File: config.mk
export PLATFORM = sky130hd
export DESIGN_NAME = tga_to_rgb222_stream_converter
export DESIGN_NICKNAME = d
export VERILOG_FILES = /design/src/rtl/tga2rgb_pkg.sv /design/src/rtl/tga_to_rgb222_stream_converter.sv
export SDC_FILE = /design/constraint.sdc
export NUM_CORES = 2
export LEC_CHECK = 0
export ABC_AREA = 1
export BUFFER_PORTS_ARGS = -buffer_cell sky130_fd_sc_hd__buf_2
export CORE_ASPECT_RATIO = 0.75
export CORE_MARGIN = 10
export CORE_UTILIZATION = 40
export DETAILED_ROUTE_END_ITERATION = 10
export GPL_ROUTABILITY_DRIVEN = 0
export PLACE_DENSITY = 0.6
export SLEW_MARGIN = 10
export SYNTH_ARGS = -nofsm -noshare
export SYNTH_HDL_FRONTEND = slang
export SYNTH_SLANG_ARGS = --single-unit
File: constraint.sdc
create_clock -name clk_i -period 41.8 [get_ports clk_i]
set_clock_uncertainty 0.2 [all_clocks]
set_input_delay 4.18 -clock clk_i [delete_from_list [all_inputs] [get_ports clk_i]]
set_output_delay 4.18 -clock clk_i [all_outputs]
set_load 0.01 [all_outputs]
File: src/rtl/tga2rgb_pkg.sv
// Shared types, codes and color helpers for the TGA to 2-2-2 stream converter.
package tga2rgb_pkg;

  // Defaults for the top-level parameters and the register
  localparam int unsigned PaletteDepthDefault = 256;
  localparam logic [6:0]  TransparentReset    = 7'h40;

  // Parser phases
  typedef enum logic [2:0] {
    PH_HEADER  = 3'd0,
    PH_SKIP    = 3'd1,
    PH_PALETTE = 3'd2,
    PH_PIXELS  = 3'd3,
    PH_DONE    = 3'd4
  } phase_e;

  // Result kinds carried on the output tuser
  typedef enum logic [1:0] {
    KIND_HEADER = 2'd0,
    KIND_PIXEL  = 2'd1,
    KIND_ERROR  = 2'd2
  } kind_e;

  // Image type codes from the header
  localparam logic [7:0] TypeColorMapped = 8'd1;
  localparam logic [7:0] TypeTrueColor   = 8'd2;
  localparam logic [7:0] TypeGrayscale   = 8'd3;

  // Header byte offsets
  localparam logic [4:0] HdrIdLength  = 5'd0;
  localparam logic [4:0] HdrImageType = 5'd2;
  localparam logic [4:0] HdrMapLenLo  = 5'd5;
  localparam logic [4:0] HdrMapLenHi  = 5'd6;
  localparam logic [4:0] HdrMapBits   = 5'd7;
  localparam logic [4:0] HdrWidthLo   = 5'd12;
  localparam logic [4:0] HdrWidthHi   = 5'd13;
  localparam logic [4:0] HdrHeightLo  = 5'd14;
  localparam logic [4:0] HdrHeightHi  = 5'd15;
  localparam logic [4:0] HdrPixelBits = 5'd16;
  localparam logic [4:0] HdrLastByte  = 5'd17;

  // Largest supported item size in bytes; anything above saturates to this plus one
  localparam logic [2:0] MaxItemBytes = 3'd4;

  // One result beat before packing
  typedef struct packed {
    kind_e       kind;
    logic [15:0] width;
    logic [15:0] height;
    logic [6:0]  code;
    logic [15:0] column;
    logic [15:0] row;
    logic        last;
  } result_t;

  // Convert a bits-per-item field to bytes, saturating at five
  function automatic logic [2:0] bytes_from_bits(input logic [7:0] bits);
    logic [4:0] bytes;
    bytes = bits[7:3];
    return (bytes > 5'(MaxItemBytes)) ? 3'd5 : bytes[2:0];
  endfunction

  // Quantize one 8-bit channel to 2 bits, i.e. 3*c/255
  function automatic logic [1:0] chan_code(input logic [7:0] c);
    logic [1:0] q;
    if (c == 8'hff)      q = 2'd3;
    else if (c >= 8'd170) q = 2'd2;
    else if (c >= 8'd85)  q = 2'd1;
    else                  q = 2'd0;
    return q;
  endfunction

  // Pack three channels into a 2-2-2 code, low byte in bits 1:0
  function automatic logic [5:0] color_code(input logic [23:0] v);
    return {chan_code(v[23:16]), chan_code(v[15:8]), chan_code(v[7:0])};
  endfunction

endpackage

File: src/rtl/tga_to_rgb222_stream_converter.sv
// Top level of the TGA byte stream to 2-2-2 color pixel stream converter.
// Throughput: one input byte per cycle while the output takes its beats; a stall
// on the output holds the input once both result stages are full.
// A byte that completes a header or a pixel is registered in the first result stage
// and then in the output register; the palette memory read port sets the second stage.
// Reset: parser returns to header byte 0, palette valid bits clear, register to 64;
// no clearing pass, start_of_file clears all palette valid bits at once.
module tga_to_rgb222_stream_converter
  import tga2rgb_pkg::*;
#(
  parameter int unsigned PALETTE_DEPTH = PaletteDepthDefault
) (
  input  logic        clk_i,
  input  logic        rst_ni,
  // Configuration write channel: transparent_code in bits 6:0
  input  logic        cfg_valid_i,
  output logic        cfg_ready_o,
  input  logic [6:0]  cfg_data_i,
  // Input stream
  input  logic        s_axis_tvalid,
  output logic        s_axis_tready,
  input  logic [7:0]  s_axis_tdata,   // data_byte[7:0]
  input  logic        s_axis_tuser,   // start_of_file
  // Output stream
  output logic        m_axis_tvalid,
  input  logic        m_axis_tready,
  // image_width[15:0], image_height[31:16], pixel_code[38:32], column[54:39],
  // out_row[70:55], zero pad[71]
  output logic [71:0] m_axis_tdata,
  output logic [1:0]  m_axis_tuser,   // kind[1:0]
  output logic        m_axis_tlast    // last_pixel
);

  localparam int unsigned AddrW = $clog2(PALETTE_DEPTH);

  // Parser state
  phase_e      phase_q, phase_d;
  logic [4:0]  hdr_cnt_q, hdr_cnt_d;
  logic [7:0]  id_len_q, id_len_d;
  logic [7:0]  tga_type_q, tga_type_d;
  logic [15:0] pal_len_q, pal_len_d;
  logic [2:0]  pal_bytes_q, pal_bytes_d;
  logic [15:0] width_q, width_d;
  logic [15:0] height_q, height_d;
  logic [2:0]  pix_bytes_q, pix_bytes_d;
  logic [7:0]  skip_q, skip_d;
  logic [2:0]  bic_q, bic_d;
  logic [23:0] acc_q, acc_d;
  logic [15:0] pal_cnt_q, pal_cnt_d;
  logic [15:0] col_q, col_d;
  logic [15:0] row_q, row_d;
  logic [6:0]  transp_q;

  // Palette memory and its valid bits
  logic [5:0]               pal_mem [PALETTE_DEPTH];
  logic [PALETTE_DEPTH-1:0] pal_vld_q;
  logic                     pal_we;
  logic [AddrW-1:0]         pal_waddr;
  logic [5:0]               pal_wdata;
  logic [5:0]               rd_data_q;
  logic                     rd_vld_q;

  // Pipeline registers
  result_t res_d, s1_q, s1_merged, s2_q;
  logic    res_valid, res_pal;
  logic    s1_valid_q, s1_pal_q, s2_valid_q;
  logic    s2_free, s1_adv, in_acc;

  // Combinational helpers
  phase_e      cur_phase, enter_phase, after_skip_phase;
  logic [4:0]  cur_hdr;
  logic [7:0]  in_byte;
  logic [23:0] new_acc;
  logic [2:0]  new_bic;
  logic        bad;
  logic [16:0] col_inc, row_inc;
  logic        row_end, last;
  logic [15:0] pal_cnt_inc;

  assign in_byte       = s_axis_tdata;
  assign s2_free       = !s2_valid_q || m_axis_tready;
  assign s1_adv        = s1_valid_q && s2_free;
  assign s_axis_tready = !s1_valid_q || s1_adv;
  assign in_acc        = s_axis_tvalid && s_axis_tready;
  assign cfg_ready_o   = 1'b1;

  // Phase entered after the header and ID field
  always_comb begin
    enter_phase = ((width_q == 16'd0) || (height_q == 16'd0)) ? PH_DONE : PH_PIXELS;
    if ((tga_type_q == TypeColorMapped) && (pal_len_q != 16'd0)) begin
      after_skip_phase = (pal_bytes_q == 3'd0) ? enter_phase : PH_PALETTE;
    end else begin
      after_skip_phase = enter_phase;
    end
  end

  // Gather the byte into the current item
  always_comb begin
    case (bic_q)
      3'd0:    new_acc = acc_q | {16'd0, in_byte};
      3'd1:    new_acc = acc_q | {8'd0, in_byte, 8'd0};
      3'd2:    new_acc = acc_q | {in_byte, 16'd0};
      default: new_acc = acc_q;
    endcase
    new_bic     = bic_q + 3'd1;
    col_inc     = {1'b0, col_q} + 17'd1;
    row_inc     = {1'b0, row_q} + 17'd1;
    row_end     = (col_inc == {1'b0, width_q});
    last        = row_end && (row_inc == {1'b0, height_q});
    pal_cnt_inc = pal_cnt_q + 16'd1;
  end

  // Parse one beat: next state and the result it causes
  always_comb begin
    phase_d     = phase_q;
    hdr_cnt_d   = hdr_cnt_q;
    id_len_d    = id_len_q;
    tga_type_d  = tga_type_q;
    pal_len_d   = pal_len_q;
    pal_bytes_d = pal_bytes_q;
    width_d     = width_q;
    height_d    = height_q;
    pix_bytes_d = pix_bytes_q;
    skip_d      = skip_q;
    bic_d       = bic_q;
    acc_d       = acc_q;
    pal_cnt_d   = pal_cnt_q;
    col_d       = col_q;
    row_d       = row_q;
    res_d       = '0;
    res_valid   = 1'b0;
    res_pal     = 1'b0;
    pal_we      = 1'b0;
    pal_waddr   = pal_cnt_q[AddrW-1:0];
    pal_wdata   = color_code(new_acc);
    bad         = 1'b0;
    cur_phase   = s_axis_tuser ? PH_HEADER : phase_q;
    cur_hdr     = s_axis_tuser ? 5'd0 : hdr_cnt_q;

    if (in_acc) begin
      case (cur_phase)
        PH_HEADER: begin
          hdr_cnt_d = cur_hdr + 5'd1;
          phase_d   = PH_HEADER;
          case (cur_hdr)
            HdrIdLength:  id_len_d    = in_byte;
            HdrImageType: tga_type_d  = in_byte;
            HdrMapLenLo:  pal_len_d   = {8'd0, in_byte};
            HdrMapLenHi:  pal_len_d   = {in_byte, pal_len_q[7:0]};
            HdrMapBits:   pal_bytes_d = bytes_from_bits(in_byte);
            HdrWidthLo:   width_d     = {8'd0, in_byte};
            HdrWidthHi:   width_d     = {in_byte, width_q[7:0]};
            HdrHeightLo:  height_d    = {8'd0, in_byte};
            HdrHeightHi:  height_d    = {in_byte, height_q[7:0]};
            HdrPixelBits: pix_bytes_d = bytes_from_bits(in_byte);
            default: ;
          endcase
          if (cur_hdr == HdrLastByte) begin
            case (tga_type_q)
              TypeColorMapped: begin
                pix_bytes_d = 3'd1;
                bad         = pal_bytes_q > MaxItemBytes;
              end
              TypeTrueColor: begin
                bad = (pix_bytes_q == 3'd0) || (pix_bytes_q > MaxItemBytes);
              end
              TypeGrayscale: begin
                pix_bytes_d = 3'd1;
              end
              default: bad = 1'b1;
            endcase
            res_valid    = 1'b1;
            res_d.width  = width_q;
            res_d.height = height_q;
            // Start every following item from a clean slate
            bic_d     = 3'd0;
            acc_d     = 24'd0;
            pal_cnt_d = 16'd0;
            col_d     = 16'd0;
            row_d     = 16'd0;
            if (bad) begin
              res_d.kind = KIND_ERROR;
              phase_d    = PH_DONE;
            end else begin
              res_d.kind = KIND_HEADER;
              skip_d     = id_len_q;
              phase_d    = (id_len_q != 8'd0) ? PH_SKIP : after_skip_phase;
            end
          end
        end

        PH_SKIP: begin
          skip_d = skip_q - 8'd1;
          if (skip_q == 8'd1) begin
            phase_d = after_skip_phase;
          end
        end

        PH_PALETTE: begin
          bic_d = new_bic;
          acc_d = new_acc;
          if (new_bic >= pal_bytes_q) begin
            pal_we    = ({1'b0, pal_cnt_q} < 17'(PALETTE_DEPTH));
            pal_cnt_d = pal_cnt_inc;
            bic_d     = 3'd0;
            acc_d     = 24'd0;
            if (pal_cnt_inc == pal_len_q) begin
              col_d   = 16'd0;
              row_d   = 16'd0;
              phase_d = enter_phase;
            end
          end
        end

        PH_PIXELS: begin
          bic_d = new_bic;
          acc_d = new_acc;
          if (new_bic >= pix_bytes_q) begin
            bic_d        = 3'd0;
            acc_d        = 24'd0;
            res_valid    = 1'b1;
            res_d.kind   = KIND_PIXEL;
            res_d.width  = width_q;
            res_d.height = height_q;
            res_d.column = col_q;
            res_d.row    = height_q - 16'd1 - row_q;
            res_d.last   = last;
            if (tga_type_q == TypeColorMapped) begin
              if (new_acc[7:0] == 8'd0) begin
                res_d.code = transp_q;
              end else begin
                // Code arrives from the palette read port one stage later
                res_pal = ({1'b0, new_acc[7:0]} < 9'(PALETTE_DEPTH));
              end
            end else begin
              res_d.code = {1'b0, color_code(new_acc)};
            end
            // Advance the raster position
            if (last) begin
              phase_d = PH_DONE;
            end else if (row_end) begin
              col_d = 16'd0;
              row_d = row_inc[15:0];
            end else begin
              col_d = col_inc[15:0];
            end
          end
        end

        default: ;
      endcase
    end
  end

  // Hold parser state
  always_ff @(posedge clk_i or negedge rst_ni) begin
    if (!rst_ni) begin
      phase_q     <= PH_HEADER;
      hdr_cnt_q   <= '0;
      id_len_q    <= '0;
      tga_type_q  <= '0;
      pal_len_q   <= '0;
      pal_bytes_q <= '0;
      width_q     <= '0;
      height_q    <= '0;
      pix_bytes_q <= '0;
      skip_q      <= '0;
      bic_q       <= '0;
      acc_q       <= '0;
      pal_cnt_q   <= '0;
      col_q       <= '0;
      row_q       <= '0;
    end else begin
      phase_q     <= phase_d;
      hdr_cnt_q   <= hdr_cnt_d;
      id_len_q    <= id_len_d;
      tga_type_q  <= tga_type_d;
      pal_len_q   <= pal_len_d;
      pal_bytes_q <= pal_bytes_d;
      width_q     <= width_d;
      height_q    <= height_d;
      pix_bytes_q <= pix_bytes_d;
      skip_q      <= skip_d;
      bic_q       <= bic_d;
      acc_q       <= acc_d;
      pal_cnt_q   <= pal_cnt_d;
      col_q       <= col_d;
      row_q       <= row_d;
    end
  end

  // Take configuration writes
  always_ff @(posedge clk_i or negedge rst_ni) begin
    if (!rst_ni) begin
      transp_q <= TransparentReset;
    end else if (cfg_valid_i) begin
      transp_q <= cfg_data_i;
    end
  end

  // Track which palette entries hold data for this file
  always_ff @(posedge clk_i or negedge rst_ni) begin
    if (!rst_ni) begin
      pal_vld_q <= '0;
    end else if (in_acc) begin
      if (s_axis_tuser) begin
        pal_vld_q <= '0;
      end else if (pal_we) begin
        pal_vld_q[pal_waddr] <= 1'b1;
      end
    end
  end

  // Write palette entries
  always_ff @(posedge clk_i) begin
    if (pal_we) begin
      pal_mem[pal_waddr] <= pal_wdata;
    end
  end

  // Read the palette at the pixel index, held with the first stage
  always_ff @(posedge clk_i) begin
    if (in_acc) begin
      rd_data_q <= pal_mem[in_byte[AddrW-1:0]];
      rd_vld_q  <= pal_vld_q[in_byte[AddrW-1:0]];
    end
  end

  // First stage: parsed result
  always_ff @(posedge clk_i or negedge rst_ni) begin
    if (!rst_ni) begin
      s1_valid_q <= 1'b0;
    end else if (in_acc) begin
      s1_valid_q <= res_valid;
    end else if (s1_adv) begin
      s1_valid_q <= 1'b0;
    end
  end

  always_ff @(posedge clk_i) begin
    if (in_acc) begin
      s1_q     <= res_d;
      s1_pal_q <= res_pal;
    end
  end

  // Merge the palette code into the first-stage result
  always_comb begin
    s1_merged = s1_q;
    if (s1_pal_q) begin
      s1_merged.code = rd_vld_q ? {1'b0, rd_data_q} : 7'd0;
    end
  end

  // Second stage: output register
  always_ff @(posedge clk_i or negedge rst_ni) begin
    if (!rst_ni) begin
      s2_valid_q <= 1'b0;
    end else if (s1_adv) begin
      s2_valid_q <= 1'b1;
    end else if (m_axis_tready) begin
      s2_valid_q <= 1'b0;
    end
  end

  always_ff @(posedge clk_i) begin
    if (s1_adv) begin
      s2_q <= s1_merged;
    end
  end

  // Pack the output beat
  assign m_axis_tvalid = s2_valid_q;
  assign m_axis_tdata  = {1'b0, s2_q.row, s2_q.column, s2_q.code, s2_q.height, s2_q.width};
  assign m_axis_tuser  = s2_q.kind;
  assign m_axis_tlast  = s2_q.last;

endmodule
==> out/metrics.cfg <==
[clock_network]
cts_sinks = 2118
cts_setup_buffers = 0
cts-resized-gates = 0
cts.reportedPaths.clkPinSlew_ps = 70
max-clock-path-buffers = 4
numCtsBuffers = 208
root_buffer = clkbuf_16
clock_latency_ps = 860
cts_tree = built
h-tree-depth = 4
cts_hold_buf = 0

[detailed_routing]
drt-total-wl_um = 275000
drt_iter0_drc = 9269
wl_per_cell_um = 25.3
num_vias = 63860
first_pass_iters = 6
drtAntennaViolNets = 0
vias_per_cell = 5.89
drc = 0

[grt]
antenna_found_initial = 9
overflow = 0
grt_usage_pct = 21.9
grt_pass1_vias = 59860
use_met3_pct = 6.10
use_met1_pct = 33.6
grt_max_degree = 222
grt_pass1_wl_um = 407000
grt_util_met2_pct = 30.2
busiest_layer = met1

[sta]
slew_headroom_pct = 21.5
grt_setup_unrepaired = no
final_max_slew_viol_count = 0
finalSetupViolCount = 0
fmax_ghz = 0.110
fin_crit_sh_pct = 21.7
period_needed_ps = 9070
finalHoldViolCount = 0
worst_pin_slew_ps = 1180
finalSetupTns_ps = 0

[critical_path]
crit_required_ps = 37420
reg2reg_depth = 15
cp_max_fo = 3
cp_common_cell = buf_2
cpMaxStageDelayCell = buf_2
r2r-start = bic_q[0]
crit_start = m_axis_tready
crit_family = buffers and inverters
cpPeakStageDelay_ps = 170
worstReg2RegEnd = pal_vld_q[39]
rrSetupSlack_ps = 37070
crit_chain = buf_2 > inv_1 > nand3_1 > buf_2
critPathArrivalTime_ps = 4690
cp-end-kind = output port
critPathLaunchType = primary input
crit_path_end = s_axis_tready
cp.depth = 4
worstSetupPathType = primary input to output port
worstPathBufferInverterCount = 3

[logic_synthesis]
ys.flop_type = edfxtp_1
synth-seq-cells = 2118
synth_cell_type_count = 58
yosys.area.top_type = edfxtp_1
yosysTopAreaCellShare_pct = 57.1
synthesis.area_um2 = 89000
seq_area_frac_synth_pct = 69.1
syn_nets = 7892
async_flop_share_pct = 20.1
syn_area_per_cell_um2 = 11.4
synth_area_leaders = edfxtp_1, dfrtp_1, o21ai_0, nor2_1, nand2_1
synth_most_common_cell = edfxtp_1
ys_warn_count = 0
synth_commonest_cells = edfxtp_1, nor2_1, o21ai_0
synth-edff-count = 1692
syn_inst = 7832

[placed_design]
dpl.hpwl_um = 161000
port_buffers = 96

[layout]
nets = 7786
drive_gt1_share_pct = 7.36
areaGrowthSynthToFinish_pct = 11.1
fillCellCount = 20063

[run]
maxCapViolations = 0

[floorplan]
start_util_pct = 40.3
dieHeight_um = 428
core_um2 = 221000
die_x_um = 565
dieArea_um2 = 242000
io_pins = 99
rows = 149

[hold_path]
min_path_type = flip-flop to flip-flop

[power]
p_leak_nw = 35.8
vdd_drop_max_mv = 0.0351
p_per_area_nw_per_um2 = 46.4
p_total_w = 0.00459

[outcome]
outcome = complete, no violations

per-stage QoR:
step                      utilization, %  cells  hold WS (ps)  setup slack, ps  cell area (um2)
final                               44.8  10849           217            32730            98900
after floorplan                        -   7832           200            19230            89000
after global routing                44.8  10843           225            32700            98800
after global placement              41.8  10460           205            32740            92200
after CTS                           44.8  10843           219            32720            98800
after detailed placement            41.8  10460           205            32710            92200
how the worst min path moves through the flow:
stage                       start                to  slack, ps  depth (start not counted)
floorplan           s1_merged[56]   m_axis_tdata[0]        200                          0
global placement    s1_merged[52]  m_axis_tdata[28]        200                          0
detailed placement  s1_merged[47]  m_axis_tdata[23]        200                          0
CTS                  s1_merged[1]  m_axis_tdata[55]        220                          0
global route        s1_merged[47]  m_axis_tdata[23]        230                          0
finish               s1_merged[1]  m_axis_tdata[55]        220                          0
per-layer routing:
layer  vias up  share of wire, %
li1      27937                 -
met2      3517                41
met5         -             0.033
met3       470                12
met1     31922                44
met4        14               2.8
where the power goes:
group | internal, W | total, W | switching [W]
combinational | 0.0000908 | 0.000375 | 0.000284
clock | 0.00105 | 0.00188 | 0.000823
sequential | 0.00232 | 0.00234 | 0.0000203
total | 0.00346 | 0.00459 | 0.00113
cells by family after synthesis:
kind of cell	Yosys count	synth area share (%)
other	2	0.00844
AND/OR/NAND/NOR	2552	11.8
XOR/XNOR	18	0.208
adder cells (fa/ha/maj)	39	0.557
flip-flops	2118	69.1
buffers and inverters	983	4.26
AO/OA/AOI/OAI	2117	14.1
multiplexers	3	0.0380
cell usage in the layout (no fill, tap or decap), types with 8 or more instances in the layout:
cell and count:
buf_4 80, inv_1 447, nand2_1 605, o21bai_1 32, clkbuf_8 16, nor4_1 13, clkinv_2 45, nor2_4 12
nor3_1 14, edfxtp_1 1692, nor2_2 13, clkbuf_1 46, clkinv_1 35, nand2_2 11, o221ai_1 179, nor2_1 1424
nand3_1 395, ha_1 38, clkbuf_16 212, o211ai_1 113, inv_2 17, buf_12 14, dfrtp_1 425, xor2_1 15
a2bb2oi_1 127, buf_2 90, o21ai_1 8, clkinvlp_4 9, o22ai_1 211, bufinv_16 15, a31oi_1 21, o21ai_0 1099
a21oi_1 290, nand4_1 43
flip-flops by register name, summed over array words and instances (netlist names), 16 cells and up:
name / flops
acc_q: 24
col_q: 16
height_q: 16
m_axis_tdata: 71
pal_cnt_q: 16
pal_len_q: 16
pal_mem: 1536
pal_vld_q: 256
row_q: 16
s1_merged: 67
width_q: 16
worst reg2reg max path: stages, from the launching register on:
cell and delay (ps):
dfrtp_1 480, ha_1 260, xnor2_1 240, inv_1 140, ha_1 330, nand2_1 80, nor2_1 40, a211oi_1 230
nand2_1 110, nand2_2 80, buf_4 390, inv_1 220, nor2_1 430, clkinv_1 880, a31oi_1 420, nor2_1 70
final cells by class:
class	count	area, um2	area share (%)
Timing Repair Buffer	189	1400	1.42
Antenna cell	6	15.0	0.0152
Clock inverter	109	975	0.986
Sequential cell	2118	61500	62.2
Clock buffer	274	5700	5.76
Inverter	478	1840	1.86
Multi-Input combinational cell	4731	23800	24.0
Tap cell	2944	3680	3.73
No activity file was read; power rests on OpenSTA's default activity.
